===== config.mk =====
export PLATFORM = sky130hd
export DESIGN_NAME = table_driven_fsm_engine
export DESIGN_NICKNAME = d
export VERILOG_FILES = /design/src/hw/rtl/fsme_pkg.sv /design/src/hw/rtl/fsme_ram.sv /design/src/hw/rtl/table_driven_fsm_engine.sv
export SDC_FILE = /design/constraint.sdc
export NUM_CORES = 1
export LEC_CHECK = 0
export BUFFER_PORTS_ARGS = -buffer_cell sky130_fd_sc_hd__buf_2
export CORE_UTILIZATION = 50
export DETAILED_ROUTE_END_ITERATION = 8
export HOLD_SLACK_MARGIN = 0.03
export PLACE_DENSITY = 0.64
export SYNTH_ARGS = -nofsm -noshare
export SYNTH_HDL_FRONTEND = slang
export SYNTH_SLANG_ARGS = --single-unit
export TNS_END_PERCENT = 50

===== constraint.sdc =====
create_clock -name clk -period 3.7 [get_ports clk]
set_clock_uncertainty 0.2 [all_clocks]
set_input_delay 0.74 -clock clk [delete_from_list [all_inputs] [get_ports clk]]
set_output_delay 0.74 -clock clk [all_outputs]
set_load 0.005 [all_outputs]

===== src/hw/rtl/fsme_pkg.sv =====
package fsme_pkg;

  localparam int MaxStates  = 16;
  localparam int MaxTrans   = 64;
  localparam int SigBits    = 8;

  localparam int StateW     = $clog2(MaxStates);
  localparam int StateCntW  = $clog2(MaxStates + 1);
  localparam int EdgeAddrW  = $clog2(MaxTrans);
  localparam int TransCntW  = $clog2(MaxTrans + 1);
  localparam int IdW        = 6;

  localparam logic [1:0] CMD_ADD_STATE = 2'd0;
  localparam logic [1:0] CMD_ADD_TRANS = 2'd1;
  localparam logic [1:0] CMD_SET_STATE = 2'd2;
  localparam logic [1:0] CMD_SIGNAL    = 2'd3;

  typedef struct packed {
    logic [StateW-1:0]  dst;
    logic [StateW-1:0]  src;
    logic [SigBits-1:0] sig;
  } edge_t;

  localparam int EdgeW = $bits(edge_t);

endpackage


===== src/hw/rtl/fsme_ram.sv =====
module fsme_ram #(
  parameter int WIDTH = 16,
  parameter int DEPTH = 64
) (
  input  logic                     clk,
  input  logic                     we,
  input  logic [$clog2(DEPTH)-1:0] waddr,
  input  logic [WIDTH-1:0]         wdata,
  input  logic [$clog2(DEPTH)-1:0] raddr,
  output logic [WIDTH-1:0]         rdata
);

  logic [WIDTH-1:0] mem [DEPTH];

  always_ff @(posedge clk) begin
    if (we) begin
      mem[waddr] <= wdata;
    end
    rdata <= mem[raddr];
  end

endmodule


===== src/hw/rtl/table_driven_fsm_engine.sv =====
// Channel   Dir  Width  Contents
// s_*       in   24     item: cmd, state_a, state_b, signal_value, accept_flag
// m_*       out  32     result: status, new_id, current_state, current_valid,
//                       in_accept, state_count, transition_count
// cfg_*     in   8      fallback signal register write
//
// An item with no table walk goes to FINISH, then EMIT, which registers its m_tdata result.
// Add transition and deliver signal walk the edge RAM one entry a cycle through its
// registered read port until a match or the end of the table.
// One item is in flight at a time; s_tready is low until its result is registered.
// A stalled result holds the next item in its last step until the result is taken.
// rst is synchronous; after it the machine has no states and the fallback signal is 255.
module table_driven_fsm_engine (
  input  logic        clk,
  input  logic        rst,
  input  logic        s_tvalid,
  output logic        s_tready,
  // [1:0] cmd, [5:2] state_a, [9:6] state_b, [17:10] signal_value,
  // [18] accept_flag, [23:19] zero
  input  logic [23:0] s_tdata,
  output logic        m_tvalid,
  input  logic        m_tready,
  // [0] status, [6:1] new_id, [10:7] current_state, [11] current_valid,
  // [12] in_accept, [17:13] state_count, [24:18] transition_count, [31:25] zero
  output logic [31:0] m_tdata,
  input  logic        cfg_wr_en,
  input  logic [7:0]  cfg_wr_data
);
  import fsme_pkg::*;

  localparam logic [1:0] ST_IDLE   = 2'd0;
  localparam logic [1:0] ST_SCAN   = 2'd1;
  localparam logic [1:0] ST_FINISH = 2'd2;
  localparam logic [1:0] ST_EMIT   = 2'd3;

  logic [1:0]           st;
  logic [SigBits-1:0]   fallback_sig;

  logic [StateW-1:0]    cur;
  logic                 present;
  logic [StateCntW-1:0] states_used;
  logic [TransCntW-1:0] trans_used;
  logic [MaxStates-1:0] accept_marks;
  logic [MaxStates-1:0] fb_valid;
  logic [StateW-1:0]    fb_dst [MaxStates];

  // latched item
  logic [1:0]           cmd;
  logic [StateW-1:0]    a;
  logic [StateW-1:0]    b;
  logic [SigBits-1:0]   sig;
  logic                 acc;
  logic                 ok;
  logic [StateW-1:0]    key;

  logic [TransCntW-1:0] idx;
  logic                 rd_valid;
  logic                 hit;
  logic [StateW-1:0]    hit_dst;
  logic                 status;
  logic [IdW-1:0]       new_id;
  logic                 status_next;
  logic [IdW-1:0]       new_id_next;

  logic                 ram_we;
  edge_t                ram_wdata;
  edge_t                ram_rdata;
  logic                 issue;
  logic                 match;

  logic [1:0]           in_cmd;
  logic [StateW-1:0]    in_a;
  logic [StateW-1:0]    in_b;
  logic                 in_ok;
  logic                 in_scan;

  assign in_cmd = s_tdata[1:0];
  assign in_a   = s_tdata[5:2];
  assign in_b   = s_tdata[9:6];

  assign in_ok = ({1'b0, in_a} < states_used) && ({1'b0, in_b} < states_used) &&
                 (trans_used < TransCntW'(MaxTrans));
  assign in_scan = ((in_cmd == CMD_ADD_TRANS) && in_ok) ||
                   ((in_cmd == CMD_SIGNAL) && present);

  assign s_tready = (st == ST_IDLE);

  assign issue = (idx < trans_used);
  assign match = rd_valid && (ram_rdata.src == key) && (ram_rdata.sig == sig);

  assign ram_we        = (st == ST_FINISH) && (cmd == CMD_ADD_TRANS) && ok && !hit;
  assign ram_wdata.dst = b;
  assign ram_wdata.src = a;
  assign ram_wdata.sig = sig;

  fsme_ram #(
    .WIDTH (EdgeW),
    .DEPTH (MaxTrans)
  ) u_edge_ram (
    .clk   (clk),
    .we    (ram_we),
    .waddr (trans_used[EdgeAddrW-1:0]),
    .wdata (ram_wdata),
    .raddr (idx[EdgeAddrW-1:0]),
    .rdata (ram_rdata)
  );

  always_ff @(posedge clk) begin
    if (rst) begin
      fallback_sig <= '1;
    end else if (cfg_wr_en) begin
      fallback_sig <= cfg_wr_data[SigBits-1:0];
    end
  end

  always_comb begin
    status_next = 1'b1;
    new_id_next = '0;
    case (cmd)
      CMD_ADD_STATE: begin
        if (states_used < StateCntW'(MaxStates)) begin
          status_next = 1'b0;
          new_id_next = IdW'(states_used);
        end
      end
      CMD_ADD_TRANS: begin
        if (ok && !hit) begin
          status_next = 1'b0;
          new_id_next = IdW'(trans_used);
        end
      end
      CMD_SET_STATE: begin
        if ({1'b0, a} < states_used) begin
          status_next = 1'b0;
        end
      end
      default: begin
        if (present && (hit || fb_valid[cur])) begin
          status_next = 1'b0;
        end
      end
    endcase
  end

  // control and machine state
  always_ff @(posedge clk) begin
    if (rst) begin
      st          <= ST_IDLE;
      cur         <= '0;
      present     <= 1'b0;
      states_used <= '0;
      trans_used  <= '0;
      fb_valid    <= '0;
      idx         <= '0;
      rd_valid    <= 1'b0;
      hit         <= 1'b0;
      m_tvalid    <= 1'b0;
    end else begin
      if ((st == ST_EMIT) && (!m_tvalid || m_tready)) begin
        m_tvalid <= 1'b1;
      end else if (m_tvalid && m_tready) begin
        m_tvalid <= 1'b0;
      end
      case (st)
        ST_IDLE: begin
          if (s_tvalid) begin
            idx      <= '0;
            rd_valid <= 1'b0;
            hit      <= 1'b0;
            st       <= in_scan ? ST_SCAN : ST_FINISH;
          end
        end
        ST_SCAN: begin
          if (match) begin
            hit      <= 1'b1;
            rd_valid <= 1'b0;
            st       <= ST_FINISH;
          end else if (!issue && !rd_valid) begin
            st <= ST_FINISH;
          end else begin
            idx      <= idx + TransCntW'(issue);
            rd_valid <= issue;
          end
        end
        ST_FINISH: begin
          case (cmd)
            CMD_ADD_STATE: begin
              if (states_used < StateCntW'(MaxStates)) begin
                fb_valid[states_used[StateW-1:0]] <= 1'b0;
                states_used <= states_used + StateCntW'(1);
                if (states_used == '0) begin
                  cur     <= '0;
                  present <= 1'b1;
                end
              end
            end
            CMD_ADD_TRANS: begin
              if (ok && !hit) begin
                trans_used <= trans_used + TransCntW'(1);
                if (sig == fallback_sig) begin
                  fb_valid[a] <= 1'b1;
                end
              end
            end
            CMD_SET_STATE: begin
              if ({1'b0, a} < states_used) begin
                cur <= a;
              end
            end
            default: begin
              if (present) begin
                if (hit) begin
                  cur <= hit_dst;
                end else if (fb_valid[cur]) begin
                  cur <= fb_dst[cur];
                end
              end
            end
          endcase
          st <= ST_EMIT;
        end
        default: begin
          // hold until the previous result has been taken
          if (!m_tvalid || m_tready) begin
            st <= ST_IDLE;
          end
        end
      endcase
    end
  end

  // payload registers
  always_ff @(posedge clk) begin
    if ((st == ST_IDLE) && s_tvalid) begin
      cmd <= in_cmd;
      a   <= in_a;
      b   <= in_b;
      sig <= s_tdata[10 +: SigBits];
      acc <= s_tdata[18];
      ok  <= in_ok;
      key <= (in_cmd == CMD_SIGNAL) ? cur : in_a;
    end
    if ((st == ST_SCAN) && match) begin
      hit_dst <= ram_rdata.dst;
    end
    if (st == ST_FINISH) begin
      status <= status_next;
      new_id <= new_id_next;
      if ((cmd == CMD_ADD_STATE) && (states_used < StateCntW'(MaxStates))) begin
        accept_marks[states_used[StateW-1:0]] <= acc;
      end
      if ((cmd == CMD_ADD_TRANS) && ok && !hit && (sig == fallback_sig)) begin
        fb_dst[a] <= b;
      end
    end
    if ((st == ST_EMIT) && (!m_tvalid || m_tready)) begin
      m_tdata <= {7'd0, trans_used, states_used, present && accept_marks[cur],
                  present, present ? cur : StateW'(0), new_id, status};
    end
  end

  a_count_bound: assert property (@(posedge clk) disable iff (rst)
    (trans_used <= TransCntW'(MaxTrans)) && (states_used <= StateCntW'(MaxStates)))
    else $error("table counts beyond capacity");

  a_current_exists: assert property (@(posedge clk) disable iff (rst)
    present |-> ({1'b0, cur} < states_used))
    else $error("current state not among added states");

  a_one_in_flight: assert property (@(posedge clk) disable iff (rst)
    (s_tvalid && s_tready) |=> !s_tready)
    else $error("second item taken while one is in flight");

  a_result_from_emit: assert property (@(posedge clk) disable iff (rst)
    $rose(m_tvalid) |-> $past(st == ST_EMIT))
    else $error("result raised outside the emit step");

endmodule

==> results.py, run 1 <==
metrics = {
    "route": {
        "wl_per_cell_um": 27.9,
        "drc": 0,
        "vias": 23300,
        "viasPerCell": 6.00,
        "first_pass_iters": 6,
        "drt-initial-drc-count": 2371,
        "ant_nets": 0,
        "wl_um": 108000,
    },
    "sta": {
        "finalCriticalPeriod_ns": 3.33,
        "slew_headroom_pct": 24.4,
        "rsz0062_at_grt": "no",
        "worst-slew-pin-transition_ns": 1.11,
        "whs_ns": 0.0830,
        "min_period_over_period_pct": 89.9,
        "setup_viol": 0,
        "hold_viol_final": 0,
        "setup_tns_ns": 0,
        "fmax_ghz": 0.301,
        "drv_slew": 0,
        "fin_ws_ns": 0.373,
    },
    "synth": {
        "ys_ff_latch": 1237,
        "syn_area_per_cell_sq_um": 21.0,
        "synth_top_cell_area_share_pct": 72.7,
        "seq_area_frac_synth_pct": 75.8,
        "yosysMostFrequentCell": "edfxtp_1",
        "synth_top_area_cell": "edfxtp_1",
        "synth_edf_count": 1164,
        "synth_ff_type": "edfxtp_1",
        "synth_commonest_cells": "1164 x edfxtp_1, 325 x mux4_2, 130 x nor2_1, 73 x dfxtp_1, 56 x nand2_1",
        "synth_cells": 2291,
        "synthTopCellsByArea": "edfxtp_1 73%, mux4_2 15%, dfxtp_1 3.0%, nor2_1 1.0%, mux2i_1 0.83%",
        "synth_cell_types": 52,
        "netlist_area_sq_mm": 0.0481,
        "ys_warn_count": 0,
        "synthArstFlopShare_pct": 0,
    },
    "clock_network": {
        "cts_tree": "done",
        "clockBufferDepth": 3,
        "cts.sinks": 1237,
        "clkLatencyLatePin_ns": 0.71,
        "clockRootBuffer": "clkbuf_16",
        "post_cts_resized": 0,
        "clkSlewWorstSetupHoldPaths_ns": 0.06,
        "numCtsBuffers": 119,
        "htreeDepth": 3,
    },
    "critical_path": {
        "endpoint_kind": "flip-flop",
        "cp_slowest_stage_delay_ns": 0.57,
        "r2r_start": "trans_used[4]$_SDFFE_PP0P_",
        "critical_path_class": "flip-flop to flip-flop",
        "cp_data_required_time_ns": 4.11,
        "path_max_fanout": 8,
        "reg2reg_to": "idx[2]$_SDFFE_PP0P_",
        "r2r_cells": 10,
        "start_kind": "flip-flop",
        "path_cells": "inv_1 -> ha_1 -> a21oi_1 -> o21ai_0 -> a21oi_1 -> ha_1 -> ha_1 -> inv_1 -> or4_1 -> a21oi_1",
        "reg2reg_setup_slack_ns": 0.37,
        "cp_slowest_cell": "dfxtp_1",
        "arrival_ns": 3.74,
    },
    "place": {
        "place_congestion": 0.839,
        "io_buffers": 58,
        "place_ws_ns": 0.502,
        "hpwl_um": 64300,
    },
    "worst_hold_path": {
        "hold_path_end": "a[0]$_DFFE_PP_",
        "hold_depth": 1,
        "hp-class": "input pin to flip-flop",
        "worstHoldStart": "s_tdata[2]",
    },
    "die": {
        "rows": 113,
        "fp.dieW_um": 312,
        "die_h_um": 312,
        "dieArea_sq_mm": 0.0974,
        "core_region_area_sq_mm": 0.0952,
        "start_util_pct": 50.5,
        "ios": 71,
    },
    "final_layout": {
        "drive_gt1_share_pct": 27.9,
        "layout.nets": 2572,
        "syn2layout_area_growth_pct": 14.1,
        "diodes": 0,
        "fin_util_pct": 57.6,
    },
    "grt": {
        "grt_max_degree": 81,
        "grt_pass1_wl_um": 160000,
        "grt_pass1_vias": 23700,
        "grt_remaining_overflow": 0,
        "antenna_found_initial": 1,
        "track_usage_pct": 22.5,
    },
    "power": {
        "p_leak_uw": 0.0169,
        "peakVddDrop_mv": 0.376,
        "p_per_area_mw_per_mm2": 554,
    },
    "run_status": {
        "status": "finished clean",
    },
    "flow_run": {
        "cap_violations": 0,
    },
}
[report_power, final]
group          switching (uW)  total (uW)  internal [uW]
Combinational            1330        1860            532
Clock                    5170       12300           7140
Sequential                175       16200          16000
[state kept, by name, summed over array words and instances (netlist names), 7 cells and up, named ones only]
name	flops
accept_marks	16
sig	8
fallback_sig	8
idx	7
trans_used	7
fb_valid	16
m_tdata	25
fb_dst	64
u_edge_ram.mem	1024
u_edge_ram.rdata	16
[critical path, delay by kind of cell (launching register included)]
family	cells	cell delay [ns]
DFF	1	0.57
buffers and inverters	2	0.34
and+or+nand+nor	1	0.49
AOI/OAI and AO/OA	4	0.73
adders and majority gates	3	0.91
[kinds of logic (layout without fill, tap and decap cells)]
| kind of cell | Yosys count | count (layout) | synth area share, % |
|---|---|---|---|
| simple gates | 310 | 310 | 2.97 |
| flops | 1237 | 1237 | 75.8 |
| other cells | 1 | 7 | 0.00780 |
| xor+xnor | 29 | 29 | 0.528 |
| compound gates | 160 | 160 | 2.25 |
| mux | 376 | 376 | 16.3 |
| buf+inv | 152 | 469 | 1.50 |
| fa+ha+maj | 26 | 26 | 0.677 |
[repair_timing]
action,4_1_cts,5_1_grt
hold endpoints to repair,20,0
hold buffers,20,0
buffers inserted,0,0
[final cells by class]
cell class	count	area [sq um]
well taps	1265	1580
inverters	33	124
flip-flops and latches	1237	36400
clock buffers	151	3250
repair buffers	210	1690
fillers	6833	40300
clock inverters	75	773
multi-input cells	908	11000
[cell usage in the layout, fill, tap and decap left out, drive strengths merged, types with 26 or more instances in the layout]
cell and n:
a211oi 28, a21oi 31, buf 190, clkbuf 151, clkinv 53, dfxtp 73, edfxtp 1164, ha 26
inv 38, mux2i 40, mux4 325, nand2 56, nor2 130, nor2b 26, nor3 26, o21ai 42
[through the flow]
stage	cell area (sq um)	total power (uW)	cells
after floorplan	48100	17500	2297
after global placement	50600	18300	3633
after detailed placement	50600	18400	3633
after CTS	54800	30600	3879
after global routing	54800	31300	3879
final	54800	30400	3879
[layer usage]
layer  part of all wire [%]  vias to the layer above  global-route usage [%]
met1                     41                    12400                    31.4
met4                    3.0                        2                    7.69
met2                     49                      794                    36.6
li1                       -                     9902                       -
met3                    6.2                      186                    3.50
met5                  0.012                        -                       0
[worst max path at each step]
stage                               start  slack [ns]  depth (start not counted)                              end
5_1_grt        trans_used[4]$_SDFFE_PP0P_        0.17                         10              idx[2]$_SDFFE_PP0P_
6_report       trans_used[4]$_SDFFE_PP0P_        0.37                         10              idx[2]$_SDFFE_PP0P_
4_1_cts               idx[0]$_SDFFE_PP0P_        0.48                          7     u_edge_ram.rdata[10]$_DFF_P_
3_3_place_gp          idx[0]$_SDFFE_PP0P_        0.52                          6      u_edge_ram.rdata[3]$_DFF_P_
3_5_place_dp          idx[0]$_SDFFE_PP0P_        0.50                          6      u_edge_ram.rdata[3]$_DFF_P_
2_1_floorplan          st[0]$_SDFFE_PP0P_        0.51                          6  u_edge_ram.mem[33][0]$_DFFE_PP_
Power figures use the tool's default switching activity.
==> inputs of run 2 (changes only) <==
--- a/config.mk
+++ b/config.mk
@@ -5,11 +5,12 @@
 export SDC_FILE = /design/constraint.sdc
 export NUM_CORES = 1
 export LEC_CHECK = 0
-export BUFFER_PORTS_ARGS = -buffer_cell sky130_fd_sc_hd__buf_2
+export ABC_AREA = 1
 export CORE_UTILIZATION = 50
 export DETAILED_ROUTE_END_ITERATION = 8
+export DONT_BUFFER_PORTS = 1
 export HOLD_SLACK_MARGIN = 0.03
-export PLACE_DENSITY = 0.64
+export PLACE_DENSITY = 0.63
 export SYNTH_ARGS = -nofsm -noshare
 export SYNTH_HDL_FRONTEND = slang
 export SYNTH_SLANG_ARGS = --single-unit
==> results.py, run 2 <==
metrics = {
    "grt": {
        "grt_pass1_wl_um": 196000,
        "antenna_found_initial": 0,
        "track_usage_pct": 25.8,
        "grt_remaining_overflow": 0,
        "grt_max_degree": 145,
        "grt_pass1_vias": 30800,
    },
    "route": {
        "first_pass_iters": 7,
        "ant_nets": 0,
        "viasPerCell": 5.88,
        "wl_per_cell_um": 23.9,
        "drt-initial-drc-count": 3439,
        "vias": 32500,
        "wl_um": 132000,
        "drc": 0,
    },
    "flow_run": {
        "cap_violations": 0,
    },
    "critical_path": {
        "endpoint_kind": "flip-flop",
        "critical_path_class": "flip-flop to flip-flop",
        "cp_slowest_cell": "nor3_1",
        "cp_data_required_time_ns": 3.84,
        "arrival_ns": 3.05,
        "crit_family": "simple AND/OR/NAND/NOR gates",
        "crit_buf_inv": 3,
        "path_cells": "inv_1 -> nand2_1 -> nor2_1 -> nand2_1 -> clkinv_1 -> nand4_2 -> buf_4 -> nor3_1",
        "start_kind": "flip-flop",
        "cp_slowest_stage_delay_ns": 0.53,
        "crit_path_frequent_cell": "nand2_1",
        "path_max_fanout": 16,
    },
    "synth": {
        "synth_commonest_cells": "1164 x edfxtp_1, 788 x nor2_1, 578 x o21ai_0, 320 x nand2_1, 204 x nand3_1",
        "synth_edf_count": 1164,
        "synth_top_area_cell": "edfxtp_1",
        "ys_ff_latch": 1237,
        "synth_ff_type": "edfxtp_1",
        "ys_warn_count": 0,
        "synth_cell_types": 35,
        "synth_top_cell_area_share_pct": 70.1,
        "synthArstFlopShare_pct": 0,
        "syn_area_per_cell_sq_um": 12.3,
        "seq_area_frac_synth_pct": 73.0,
        "synth_cells": 4057,
        "synthTopCellsByArea": "edfxtp_1 70%, nor2_1 5.9%, o21ai_0 5.8%, dfxtp_1 2.9%, nand2_1 2.4%",
        "netlist_area_sq_mm": 0.0499,
        "yosysMostFrequentCell": "edfxtp_1",
    },
    "place": {
        "place_congestion": 0.894,
        "hpwl_um": 76700,
        "place_ws_ns": 0.839,
        "io_buffers": 0,
    },
    "clock_network": {
        "clkLatencyLatePin_ns": 0.71,
        "numCtsBuffers": 120,
        "clockBufferDepth": 3,
        "htreeDepth": 3,
        "cts.sinks": 1237,
        "post_cts_resized": 0,
        "clkSlewWorstSetupHoldPaths_ns": 0.06,
        "cts_tree": "done",
        "clockRootBuffer": "clkbuf_16",
    },
    "sta": {
        "worst-slew-pin-transition_ns": 1.10,
        "finalCriticalPeriod_ns": 2.91,
        "slew_headroom_pct": 26.6,
        "whs_ns": 0.0850,
        "hold_viol_final": 0,
        "fin_ws_ns": 0.793,
        "setup_viol": 0,
        "min_period_over_period_pct": 78.6,
        "setup_tns_ns": 0,
        "rsz0062_at_grt": "no",
        "drv_slew": 0,
        "fmax_ghz": 0.344,
    },
    "final_layout": {
        "multiInputGateArea_sq_mm": 0.0118,
        "layout_commonest_cell": "edfxtp_1",
        "most-common-layout-cells": "1164 x edfxtp_1, 785 x nor2_1, 578 x o21ai_0, 320 x nand2_1, 204 x nand3_1",
        "diodes": 0,
        "regArea_sq_mm": 0.0364,
        "layout.nets": 4198,
        "max_flop_register": "u_edge_ram.mem",
        "fillers": 7862,
        "reg_top3": "u_edge_ram.mem x1024, fb_dst x64, m_tdata x25",
        "largest_reg_flops": 1024,
        "drive_gt1_share_pct": 9.20,
        "syn2layout_area_growth_pct": 12.5,
    },
    "die": {
        "dieArea_sq_mm": 0.101,
        "rows": 115,
        "core_region_area_sq_mm": 0.0986,
        "ios": 71,
        "start_util_pct": 50.6,
        "die_h_um": 318,
        "fp.dieW_um": 318,
    },
    "worst_hold_path": {
        "hp-class": "input pin to flip-flop",
    },
    "power": {
        "p_per_area_mw_per_mm2": 652,
        "p_leak_uw": 0.0187,
        "peakVddDrop_mv": 0.475,
    },
    "run_status": {
        "status": "finished clean",
    },
}
## run 2: routing by layer
metal,wire length (um),share of wire [%],global-route usage (%)
met5,0,0,0
met4,5140,3.9,10.8
met3,10900,8.2,4.00
met2,60700,46,40.1
met1,55300,42,36.6
## run 2: what timing repair did
item	in CTS	in global routing
setup buffers	0	0
hold buffers	30	0
hold endpoints to repair	56	0
## run 2: worst paths after layout
check | slack (ns) | cells after the start | endpoint | startpoint
worst max-delay path | 0.79 | 8 | fb_dst[5][0]$_DFFE_PP_ | hit$_SDFFE_PP0P_
worst min-delay path | 0.09 | 2 | key[0]$_DFFE_PP_ | s_tdata[2]
worst max register to register | 0.79 | 8 | fb_dst[5][0]$_DFFE_PP_ | hit$_SDFFE_PP0P_
worst min register to register | 0.22 | 0 | m_tdata[6]$_DFFE_PP_ | new_id[5]$_SDFFCE_PN0P_
## run 2: area by class of cell
class	count	area share, %
multi-input combinational	2440	21.0
tap	1287	2.87
timing repair buffer	203	3.20
clock inverter	81	1.34
sequential	1237	65.0
clock buffer	145	5.69
inverter	133	0.908
## run 2: logic make-up (layout without fill, tap and decap cells)
logic type | after synthesis | after routing | share of synthesized area (%)
buffers and inverters | 386 | 562 | 3.42
flip-flops | 1237 | 1237 | 73.0
other | 1 | 7 | 0.00752
AND/OR/NAND/NOR | 1400 | 1400 | 11.4
adder cells (fa/ha/maj) | 26 | 26 | 0.653
XOR/XNOR | 15 | 15 | 0.264
AO/OA/AOI/OAI | 992 | 992 | 11.2
## run 2: metrics by stage
stage | utilization [%] | cell area [sq um] | cells | power (uW)
floorplan | - | 49900 | 4063 | 21600
global placement | 52.6 | 51800 | 5270 | 24500
detailed placement | 52.6 | 51800 | 5270 | 24600
CTS | 56.9 | 56100 | 5526 | 36700
global route | 56.9 | 56100 | 5526 | 38000
finish | 56.9 | 56100 | 5526 | 36600
## run 2: where the power goes
part	internal (uW)	switching [uW]	leakage [uW]	total, uW
Clock	6920	5250	0.00193	12200
Sequential	16200	359	0.0111	16600
Combinational	2110	5740	0.00564	7850
Total	25200	11300	0.0187	36600
